File: src/design/center_band_color_statistics_core_defines.svh
// ----------------------------------------------------------------------------
// Center band color statistics: assertion macros
// Clocked assertion wrappers used by the core top level.
// ----------------------------------------------------------------------------
`ifndef CENTER_BAND_COLOR_STATISTICS_CORE_DEFINES_SVH
`define CENTER_BAND_COLOR_STATISTICS_CORE_DEFINES_SVH

// Property checked on every clock edge outside reset.
`define CBCS_ASSERT(lbl, prop, msg) \
  lbl: assert property (@(posedge clk) disable iff (rst) prop) else $error(msg);

// Condition that must never hold outside reset.
`define CBCS_ASSERT_NEVER(lbl, expr, msg) \
  `CBCS_ASSERT(lbl, !(expr), msg)

`endif

File: src/design/cbcs_pkg.sv
`default_nettype none
// ----------------------------------------------------------------------------
// Center band color statistics: package
// Widths, constants, controller states and the command/status bundles.
// ----------------------------------------------------------------------------
package cbcs_pkg;

  localparam int MAX_WIDTH_DEF = 4096;
  localparam int FRAME_WIDTH_W = 13;
  localparam int PIX_W         = 8;
  localparam int COUNT_W       = 24;
  localparam int SUM_W         = 32;
  localparam int SQ_W          = 40;
  localparam int QUO_W         = 16;
  localparam int VAR_W         = 14;
  localparam int K_W           = 4;
  localparam int NUM_CH        = 3;

  localparam logic [FRAME_WIDTH_W-1:0] WIDTH_RESET = 13'd640;
  localparam logic [COUNT_W-1:0]       COUNT_MAX   = '1;
  localparam logic [QUO_W-1:0]         VAR_MAX     = 16'd16383;

  // Last quotient bit index: mean fits 8 bits, mean of squares 16 bits
  localparam logic [K_W-1:0] MEAN_K = 4'd7;
  localparam logic [K_W-1:0] MSQ_K  = 4'd15;

  localparam logic [1:0] CH_RED   = 2'd0;
  localparam logic [1:0] CH_GREEN = 2'd1;
  localparam logic [1:0] CH_BLUE  = 2'd2;

  typedef enum logic [2:0] {
    ST_RUN,
    ST_LOAD,
    ST_STEP,
    ST_STORE,
    ST_FINISH
  } state_t;

  typedef struct packed {
    logic       accept;
    logic       div_load;
    logic       div_step;
    logic       store;
    logic       publish;
    logic [1:0] sel_ch;
    logic       sel_sq;
  } cmd_t;

  typedef struct packed {
    logic div_last;
  } status_t;

  // floor(x / 3) by reciprocal, exact for every 16-bit x
  function automatic logic [15:0] div3(input logic [15:0] x);
    logic [31:0] p;
    p = x * 16'd43691;
    return 16'(p[31:17]);
  endfunction

endpackage
`default_nettype wire

File: src/design/cbcs_ctrl.sv
`default_nettype none
// ----------------------------------------------------------------------------
// Center band color statistics: controller
// Streams pixels, then sequences six divisions and publishes the result word.
// ----------------------------------------------------------------------------
module cbcs_ctrl
  import cbcs_pkg::*;
(
  input  wire logic    clk,
  input  wire logic    rst,
  input  wire logic    in_valid,
  input  wire logic    frame_end,
  input  wire logic    out_ready,
  input  wire status_t status,
  output logic         in_ready,
  output logic         out_valid,
  output cmd_t         cmd
);

  state_t     state;
  state_t     state_next;
  logic [1:0] ch;
  logic       sq;

  always_comb begin
    state_next = state;
    unique case (state)
      ST_RUN: begin
        if (in_valid && frame_end) state_next = ST_LOAD;
      end
      ST_LOAD: begin
        state_next = ST_STEP;
      end
      ST_STEP: begin
        if (status.div_last) state_next = ST_STORE;
      end
      ST_STORE: begin
        if (sq && ch == CH_BLUE) state_next = ST_FINISH;
        else state_next = ST_LOAD;
      end
      ST_FINISH: begin
        if (!out_valid || out_ready) state_next = ST_RUN;
      end
      default: begin
        state_next = ST_RUN;
      end
    endcase
  end

  always_comb begin
    in_ready   = 1'b0;
    cmd        = '0;
    cmd.sel_ch = ch;
    cmd.sel_sq = sq;
    unique case (state)
      ST_RUN: begin
        in_ready   = 1'b1;
        cmd.accept = in_valid;
      end
      ST_LOAD:   cmd.div_load = 1'b1;
      ST_STEP:   cmd.div_step = 1'b1;
      ST_STORE:  cmd.store    = 1'b1;
      ST_FINISH: cmd.publish  = !out_valid || out_ready;
      default: begin
        in_ready = 1'b0;
      end
    endcase
  end

  always_ff @(posedge clk) begin
    if (rst) begin
      state     <= ST_RUN;
      ch        <= CH_RED;
      sq        <= 1'b0;
      out_valid <= 1'b0;
    end else begin
      state <= state_next;
      // advance mean -> mean of squares -> next channel
      if (cmd.store) begin
        if (!sq) begin
          sq <= 1'b1;
        end else begin
          sq <= 1'b0;
          ch <= (ch == CH_BLUE) ? CH_RED : ch + 2'd1;
        end
      end
      if (cmd.publish) out_valid <= 1'b1;
      else if (out_ready) out_valid <= 1'b0;
    end
  end

endmodule
`default_nettype wire

File: src/design/cbcs_datapath.sv
`default_nettype none
// ----------------------------------------------------------------------------
// Center band color statistics: datapath
// Column tracking, band accumulators, shared restoring divider, result regs.
// ----------------------------------------------------------------------------
module cbcs_datapath
  import cbcs_pkg::*;
#(
  parameter int MAX_WIDTH = MAX_WIDTH_DEF
) (
  input  wire logic                     clk,
  input  wire logic                     rst,
  input  wire logic                     config_write,
  input  wire logic [FRAME_WIDTH_W-1:0] config_data,
  input  wire cmd_t                     cmd,
  input  wire logic [PIX_W-1:0]         blue_value,
  input  wire logic [PIX_W-1:0]         green_value,
  input  wire logic [PIX_W-1:0]         red_value,
  input  wire logic                     frame_end,
  output status_t                       status,
  output logic [PIX_W-1:0]              mean_red,
  output logic [PIX_W-1:0]              mean_green,
  output logic [PIX_W-1:0]              mean_blue,
  output logic [VAR_W-1:0]              variance_red,
  output logic [VAR_W-1:0]              variance_green,
  output logic [VAR_W-1:0]              variance_blue,
  output logic                          band_empty
);

  localparam int CW = $clog2(MAX_WIDTH);
  localparam int WW = $clog2(MAX_WIDTH + 1);

  // configuration, held as effective width and band bounds
  logic [FRAME_WIDTH_W-1:0] width_src;
  logic [13:0]              width_clamped;
  logic [WW-1:0]            eff_width;
  logic [CW-1:0]            band_lo;
  logic [CW-1:0]            band_hi;

  logic [CW-1:0]    col;
  logic [WW-1:0]    col_inc;
  logic             in_band;
  logic [COUNT_W-1:0] count;
  logic [SUM_W-1:0] sums [NUM_CH];
  logic [SQ_W-1:0]  sqsums [NUM_CH];
  logic [PIX_W-1:0] px [NUM_CH];
  logic [15:0]      px_sq [NUM_CH];

  logic [SQ_W-1:0]  rem;
  logic [SQ_W-1:0]  dvs;
  logic [QUO_W-1:0] quo;
  logic [K_W-1:0]   k;
  logic             ge;

  logic [PIX_W-1:0] mean_st [NUM_CH];
  logic [VAR_W-1:0] var_st [NUM_CH];
  logic [15:0]      mean_sq;
  logic [15:0]      var_diff;
  logic [VAR_W-1:0] var_sat;

  logic [PIX_W-1:0] mean_out [NUM_CH];
  logic [VAR_W-1:0] var_out [NUM_CH];
  logic             count_zero;

  always_comb begin
    width_src = rst ? WIDTH_RESET : config_data;
    if (width_src == '0) width_clamped = 14'd1;
    else if ({1'b0, width_src} > 14'(MAX_WIDTH)) width_clamped = 14'(MAX_WIDTH);
    else width_clamped = {1'b0, width_src};
  end

  always_ff @(posedge clk) begin
    if (rst || config_write) begin
      eff_width <= WW'(width_clamped);
      band_lo   <= CW'(div3(16'(width_clamped)));
      band_hi   <= CW'(div3(16'({width_clamped, 1'b0})));
    end
  end

  assign px[0] = red_value;
  assign px[1] = green_value;
  assign px[2] = blue_value;

  always_comb begin
    for (int c = 0; c < NUM_CH; c++) px_sq[c] = px[c] * px[c];
  end

  assign col_inc    = WW'(col) + WW'(1);
  assign in_band    = (col >= band_lo) && (col <= band_hi) && (count != COUNT_MAX);
  assign count_zero = (count == '0);

  assign ge              = (rem >= dvs);
  assign status.div_last = (k == '0);

  always_comb begin
    mean_sq  = 16'(mean_st[cmd.sel_ch]) * 16'(mean_st[cmd.sel_ch]);
    var_diff = (quo >= mean_sq) ? quo - mean_sq : '0;
    var_sat  = (var_diff > VAR_MAX) ? VAR_W'(VAR_MAX) : VAR_W'(var_diff);
  end

  // accumulators
  always_ff @(posedge clk) begin
    if (rst || cmd.publish) begin
      col   <= '0;
      count <= '0;
      for (int c = 0; c < NUM_CH; c++) begin
        sums[c]   <= '0;
        sqsums[c] <= '0;
      end
    end else if (cmd.accept) begin
      if (frame_end || col_inc >= eff_width) col <= '0;
      else col <= CW'(col_inc);
      if (in_band) begin
        count <= count + COUNT_W'(1);
        for (int c = 0; c < NUM_CH; c++) begin
          sums[c]   <= sums[c] + SUM_W'(px[c]);
          sqsums[c] <= sqsums[c] + SQ_W'(px_sq[c]);
        end
      end
    end
  end

  // divider: one quotient bit per step, divisor shifts right
  always_ff @(posedge clk) begin
    if (cmd.div_load) begin
      quo <= '0;
      if (cmd.sel_sq) begin
        rem <= sqsums[cmd.sel_ch];
        dvs <= SQ_W'(count) << MSQ_K;
        k   <= MSQ_K;
      end else begin
        rem <= SQ_W'(sums[cmd.sel_ch]);
        dvs <= SQ_W'(count) << MEAN_K;
        k   <= MEAN_K;
      end
    end else if (cmd.div_step) begin
      if (ge) rem <= rem - dvs;
      quo <= {quo[QUO_W-2:0], ge};
      dvs <= dvs >> 1;
      k   <= k - K_W'(1);
    end
  end

  always_ff @(posedge clk) begin
    if (cmd.store) begin
      if (!cmd.sel_sq) mean_st[cmd.sel_ch] <= quo[PIX_W-1:0];
      else var_st[cmd.sel_ch] <= var_sat;
    end
  end

  // result word; an empty band reads as zeros
  always_ff @(posedge clk) begin
    if (cmd.publish) begin
      band_empty <= count_zero;
      for (int c = 0; c < NUM_CH; c++) begin
        mean_out[c] <= count_zero ? '0 : mean_st[c];
        var_out[c]  <= count_zero ? '0 : var_st[c];
      end
    end
  end

  assign mean_red       = mean_out[0];
  assign mean_green     = mean_out[1];
  assign mean_blue      = mean_out[2];
  assign variance_red   = var_out[0];
  assign variance_green = var_out[1];
  assign variance_blue  = var_out[2];

endmodule
`default_nettype wire

File: src/design/center_band_color_statistics_core.sv
// A pixel without frame_end gives no result word.
// A frame_end pixel gives its result word after six serial divisions on
// one shared divider (8 or 16 quotient bits each).
// Throughput: one pixel per cycle within a frame; pixels stall during the
// divisions, and longer if the previous result word is still held.
// Reset: synchronous; width returns to 640 and all accumulators clear.
`default_nettype none
// ----------------------------------------------------------------------------
// Center band color statistics core
// Mean and variance per color channel over the center third of each row.
// ----------------------------------------------------------------------------
`include "center_band_color_statistics_core_defines.svh"
module center_band_color_statistics_core
  import cbcs_pkg::*;
#(
  parameter int MAX_WIDTH = MAX_WIDTH_DEF
) (
  input  wire logic                     clk,
  input  wire logic                     rst,
  input  wire logic                     config_write,
  input  wire logic [FRAME_WIDTH_W-1:0] config_data,
  input  wire logic                     in_valid,
  output logic                          in_ready,
  input  wire logic [PIX_W-1:0]         blue_value,
  input  wire logic [PIX_W-1:0]         green_value,
  input  wire logic [PIX_W-1:0]         red_value,
  input  wire logic                     frame_end,
  output logic                          out_valid,
  input  wire logic                     out_ready,
  output logic [PIX_W-1:0]              mean_red,
  output logic [PIX_W-1:0]              mean_green,
  output logic [PIX_W-1:0]              mean_blue,
  output logic [VAR_W-1:0]              variance_red,
  output logic [VAR_W-1:0]              variance_green,
  output logic [VAR_W-1:0]              variance_blue,
  output logic                          band_empty
);

  cmd_t    cmd;
  status_t status;

  cbcs_ctrl u_ctrl (
    .clk       (clk),
    .rst       (rst),
    .in_valid  (in_valid),
    .frame_end (frame_end),
    .out_ready (out_ready),
    .status    (status),
    .in_ready  (in_ready),
    .out_valid (out_valid),
    .cmd       (cmd)
  );

  cbcs_datapath #(
    .MAX_WIDTH (MAX_WIDTH)
  ) u_datapath (
    .clk            (clk),
    .rst            (rst),
    .config_write   (config_write),
    .config_data    (config_data),
    .cmd            (cmd),
    .blue_value     (blue_value),
    .green_value    (green_value),
    .red_value      (red_value),
    .frame_end      (frame_end),
    .status         (status),
    .mean_red       (mean_red),
    .mean_green     (mean_green),
    .mean_blue      (mean_blue),
    .variance_red   (variance_red),
    .variance_green (variance_green),
    .variance_blue  (variance_blue),
    .band_empty     (band_empty)
  );

  `CBCS_ASSERT(a_end_stalls, in_valid && in_ready && frame_end |=> !in_ready, "frame end did not stall input")
  `CBCS_ASSERT(a_rise_in_div, $rose(out_valid) |-> $past(!in_ready), "result published while streaming")
  `CBCS_ASSERT_NEVER(a_empty_zero, out_valid && band_empty && (mean_red != 0 || mean_green != 0 || mean_blue != 0 || variance_red != 0 || variance_green != 0 || variance_blue != 0), "empty band word not zero")

endmodule
`default_nettype wire

File: config.mk
export PLATFORM = sky130hd
export DESIGN_NAME = center_band_color_statistics_core
export DESIGN_NICKNAME = d
export VERILOG_FILES = /design/src/design/cbcs_pkg.sv /design/src/design/cbcs_ctrl.sv /design/src/design/cbcs_datapath.sv /design/src/design/center_band_color_statistics_core.sv
export VERILOG_INCLUDE_DIRS = /design/src /design/src/design
export SDC_FILE = /design/constraint.sdc
export NUM_CORES = 2
export LEC_CHECK = 0
export ABC_CLOCK_PERIOD_IN_PS = 13500
export BUFFER_PORTS_ARGS = -buffer_cell sky130_fd_sc_hd__buf_2
export CAP_MARGIN = 15
export CORE_MARGIN = 3
export CORE_UTILIZATION = 25
export DETAILED_ROUTE_END_ITERATION = 12
export PLACE_DENSITY = 0.36
export SETUP_SLACK_MARGIN = 0.4
export SLEW_MARGIN = 15
export SYNTH_ARGS = -nofsm -noshare
export SYNTH_HDL_FRONTEND = slang
export SYNTH_SLANG_ARGS = --single-unit
export TNS_END_PERCENT = 1
File: constraint.sdc
create_clock -name clk -period 13.5 [get_ports clk]
set_input_delay 2.025 -clock clk [delete_from_list [all_inputs] [get_ports clk]]
set_output_delay 2.025 -clock clk [all_outputs]
set_load 0.01 [all_outputs]
==> results_dict.tcl <==
set metrics [dict create \
    run_status "finished clean" \
    slowest_delay_ns 0.55 \
    route.detailed.drc 0 \
    synthCells 3730 \
    setup_tns_ns 0 \
    cp-start-kind "primary input" \
    clockBufferDepth 3 \
    comb_power_share_pct 36.7 \
    start_util_pct 25.2 \
    synthesis.nets 4312 \
    syn_to_final_growth_pct 13.0 \
    setup_viol 0 \
    slew_headroom_pct 29.2 \
    num_rows 144 \
    synth_edf_count 466 \
    worstPathMaxFanout 20 \
    synth.avg_cell_area_um2 10.4 \
    hp-class "flip-flop to flip-flop" \
    slew_violations 0 \
    p_sw_share_pct 35.9 \
    end_kind "flip-flop" \
    ioPinCount 112 \
    drtIter0Drc 1212 \
    drive_gt1_share_pct 8.61 \
    hold_viol 0 \
    post_cts_buffers 0 \
    ir_drop_uv 100 \
    die_h_um 401 \
    cts_resized 0 \
    die_width_um 401 \
    io_buffers 111 \
    core_area_um2 154000 \
    synth_ff_type "edfxtp_1" \
    p_clk_share_pct 29.4 \
    clock_sinks 527 \
    fin_worst_skew_ns 0.0300 \
    leakagePower_nw 17.4 \
    path_buf_inv 3 \
    netlist_area_um2 39000 \
    instances_no_fill 5923 \
    clock_latency_ns 0.66 \
    place_inst 5796 \
    async_flop_share_pct 0 \
    grt_pass1_vias 27600 \
    ctsHoldBuffers 0 \
    htree_levels 3 \
    dieArea_um2 161000 \
    finalCritPeriodShare_pct 58.2 \
    wirelength_um 105000 \
    grt_max_degree 75 \
    antenna_left 0 \
    grt_pass1_wl_um 166000 \
    antenna_found_initial 3 \
    power_frac_seq_pct 33.8 \
    wire_per_inst_um 17.7 \
    internal_power_w 0.00394 \
    max_freq_mhz 127 \
    rsz0062_at_grt "false" \
    place_congestion 0.753 \
    num-nets-final 4405 \
    cp.required_ns 13.90 \
    placed_area_um2 41800 \
    clk_pin_slew_ns 0.06 \
    netlist-cell-type-count 87 \
    cts_inserted_buffers 69 \
    critical_path.top_delay_family "adder cells" \
    synth_seq_cells 527 \
    worstPathArrival_ns 8.26 \
    final_area_um2 44000 \
    root_buffer "clkbuf_16" \
    via_per_inst 4.49 \
    critPathSlowestCell "fa_1" \
    grt_usage_pct 13.1 \
    max_cap_violations 0 \
    ys_seq_area_share_pct 39.1 \
    grt_overflow 0 \
    worstMarginPinSlew_ns 1.06 \
    cts_tree "done" \
    p_sw_w 0.00220 \
    dp_hpwl_um 76800 \
    firstDrtPassIters 6 \
    power_w 0.00615 \
    power_density_nw_per_um2 140 \
    vias 26600 \
    layout_min_cycle_time_ns 7.86 \
    crit_type "primary input to flip-flop" \
    yosysWarningCount 0 \
    path_cells "buf_2 > nor4_1 > nand4_1 > a21oi_1 > and2_1 > ha_1 > ha_1 > inv_1 > fa_1 > fa_1 > inv_1 > fa_1 > ha_1 > a21oi_1 > o21ai_0 > a221oi_1 > a21boi_1 > a41oi_1 > o21ai_1 > a211o_1 > a21oi_1 > xnor2_1" \
]
-- registers in the layout (all words and copies together) (netlist names), named ones only --
register / cells
u_datapath.band_lo: 2
u_datapath.k: 4
u_datapath.eff_width: 13
u_datapath.quo: 16
u_datapath.var_out: 42
u_datapath.mean_st: 32
u_ctrl.ch: 2
u_ctrl.state: 3
u_datapath.dvs: 39
u_datapath.mean_out: 24
u_datapath.col: 12
u_ctrl.sq: 1
u_datapath.rem: 40
u_ctrl.out_valid: 1
u_datapath.band_hi: 11
u_datapath.band_empty: 1
u_datapath.var_st: 42
u_datapath.sums: 96
u_datapath.sqsums: 120
u_datapath.count: 24
-- synthesized netlist by cell type (16+ instances only) --
master	n	area (um2)
nand3_1	83	415
dfxtp_1	61	1220
o21bai_1	16	120
mux2i_1	58	581
nand2_1	255	957
nor2b_1	119	744
buf_2	33	165
o211ai_1	35	263
a21oi_1	169	846
nand2b_1	25	156
nor2_1	320	1200
mux4_2	38	856
o21a_1	33	248
nand4_1	42	263
nor3_1	55	275
clkbuf_1	66	248
and2_1	114	713
edfxtp_1	466	14000
xor2_1	112	981
o21ai_0	148	741
or3_1	29	181
and3_1	51	319
nor3b_1	17	128
inv_1	413	1550
a21o_1	62	465
ha_1	345	4320
fa_1	194	3880
xnor2_1	158	1380
-- kinds of logic after synthesis --
family	count (synthesis)	synth area share, %
and+or+nand+nor	1179	15.2
AOI/OAI and AO/OA	586	9.62
adders and majority gates	539	21.1
buffers and inverters	529	5.25
DFF	527	39.1
xor gates and xnor gates	270	6.07
muxes	99	3.77
other	1	0.00963
-- layer usage --
layer  track usage (%)  share of wire [%]
met5                 0                  0
met4              3.25                2.1
met1              17.9                 48
met3              1.93                2.7
met2              21.7                 47
-- final timing paths --
check | from | end | slack [ns] | depth (start not counted)
max reg2reg | flip-flop | u_datapath.var_st[0][4] | 6.09 | 21
max | rst | u_datapath.band_lo[11] | 5.64 | 22
min | u_datapath.quo[15] | u_datapath.quo[15] | 0.47 | 2
min reg2reg | u_datapath.quo[15] | u_datapath.quo[15] | 0.47 | 2
-- per-stage QoR --
stage | utilization, % | hold WS (ns) | setup slack, ns
finish | 28.5 | 0.468 | 5.64
global placement | 27.1 | 0.459 | 4.94
CTS | 28.5 | 0.471 | 5.59
global route | 28.5 | 0.501 | 5.06
detailed placement | 27.1 | 0.459 | 4.86
floorplan | - | 0.441 | 2.27
-- layout make-up --
type	instances	area, um2
Fill cell	16200	110000
Clock buffer	86	1830
Antenna cell	1	2.50
Timing Repair Buffer	138	758
Tap cell	2044	2560
Multi-Input combinational cell	2674	21800
Clock inverter	40	339
Inverter	413	1550
Sequential cell	527	15200
-- power by group through the flow --
stage / Clock (W) / Combinational (W) / Sequential [W]
final: 0.00181 / 0.00226 / 0.00208
after global routing: 0.00195 / 0.00261 / 0.00210
after CTS: 0.00190 / 0.00231 / 0.00209
after detailed placement: 0 / 0.00229 / 0.00212
after global placement: 0 / 0.00230 / 0.00212
after floorplan: 0 / 0.00173 / 0.00208
-- worst reg2reg max path: stages, from the launching register on --
cell      delay [ns]
dfxtp_4         0.53
mux4_2          0.71
and2_1          0.26
fa_1            0.50
fa_1            0.55
inv_1           0.06
fa_1            0.50
fa_1            0.54
inv_1           0.04
ha_1            0.31
or2_2           0.28
o311a_1         0.14
o21a_1          0.19
o21a_1          0.19
o211a_1         0.23
xnor2_1         0.31
ha_1            0.37
or4bb_1         0.50
a21oi_1         0.20
a311oi_1        0.07
and3_1          0.37
o21a_1          0.31
-- layout by cell type, fill, tap and decap left out, types with 12 or more instances in the layout --
| master | netlist | layout |
|---|---|---|
| edfxtp_1 | 466 | 466 |
| inv_1 | 413 | 413 |
| ha_1 | 345 | 345 |
| nor2_1 | 320 | 317 |
| nand2_1 | 255 | 252 |
| fa_1 | 194 | 194 |
| a21oi_1 | 169 | 169 |
| xnor2_1 | 158 | 158 |
| o21ai_0 | 148 | 148 |
| nor2b_1 | 119 | 119 |
| and2_1 | 114 | 113 |
| xor2_1 | 112 | 112 |
| buf_2 | 33 | 111 |
| nand3_1 | 83 | 83 |
| clkbuf_16 | 0 | 70 |
| a21o_1 | 62 | 62 |
| mux2i_1 | 58 | 58 |
| dfxtp_1 | 61 | 58 |
| nor3_1 | 55 | 54 |
| and3_1 | 51 | 51 |
| nand4_1 | 42 | 42 |
| mux4_2 | 38 | 38 |
| o211ai_1 | 35 | 35 |
| o21a_1 | 33 | 33 |
| or3_1 | 29 | 29 |
| buf_4 | 5 | 27 |
| nand2b_1 | 25 | 24 |
| clkinv_1 | 0 | 17 |
| o21bai_1 | 16 | 16 |
| nor3b_1 | 17 | 15 |
| and4_1 | 15 | 15 |
| clkbuf_1 | 66 | 14 |
| nor4_1 | 13 | 13 |
| or2_2 | 13 | 13 |
| a211oi_1 | 12 | 12 |
No activity file was read; power rests on OpenSTA's default activity.
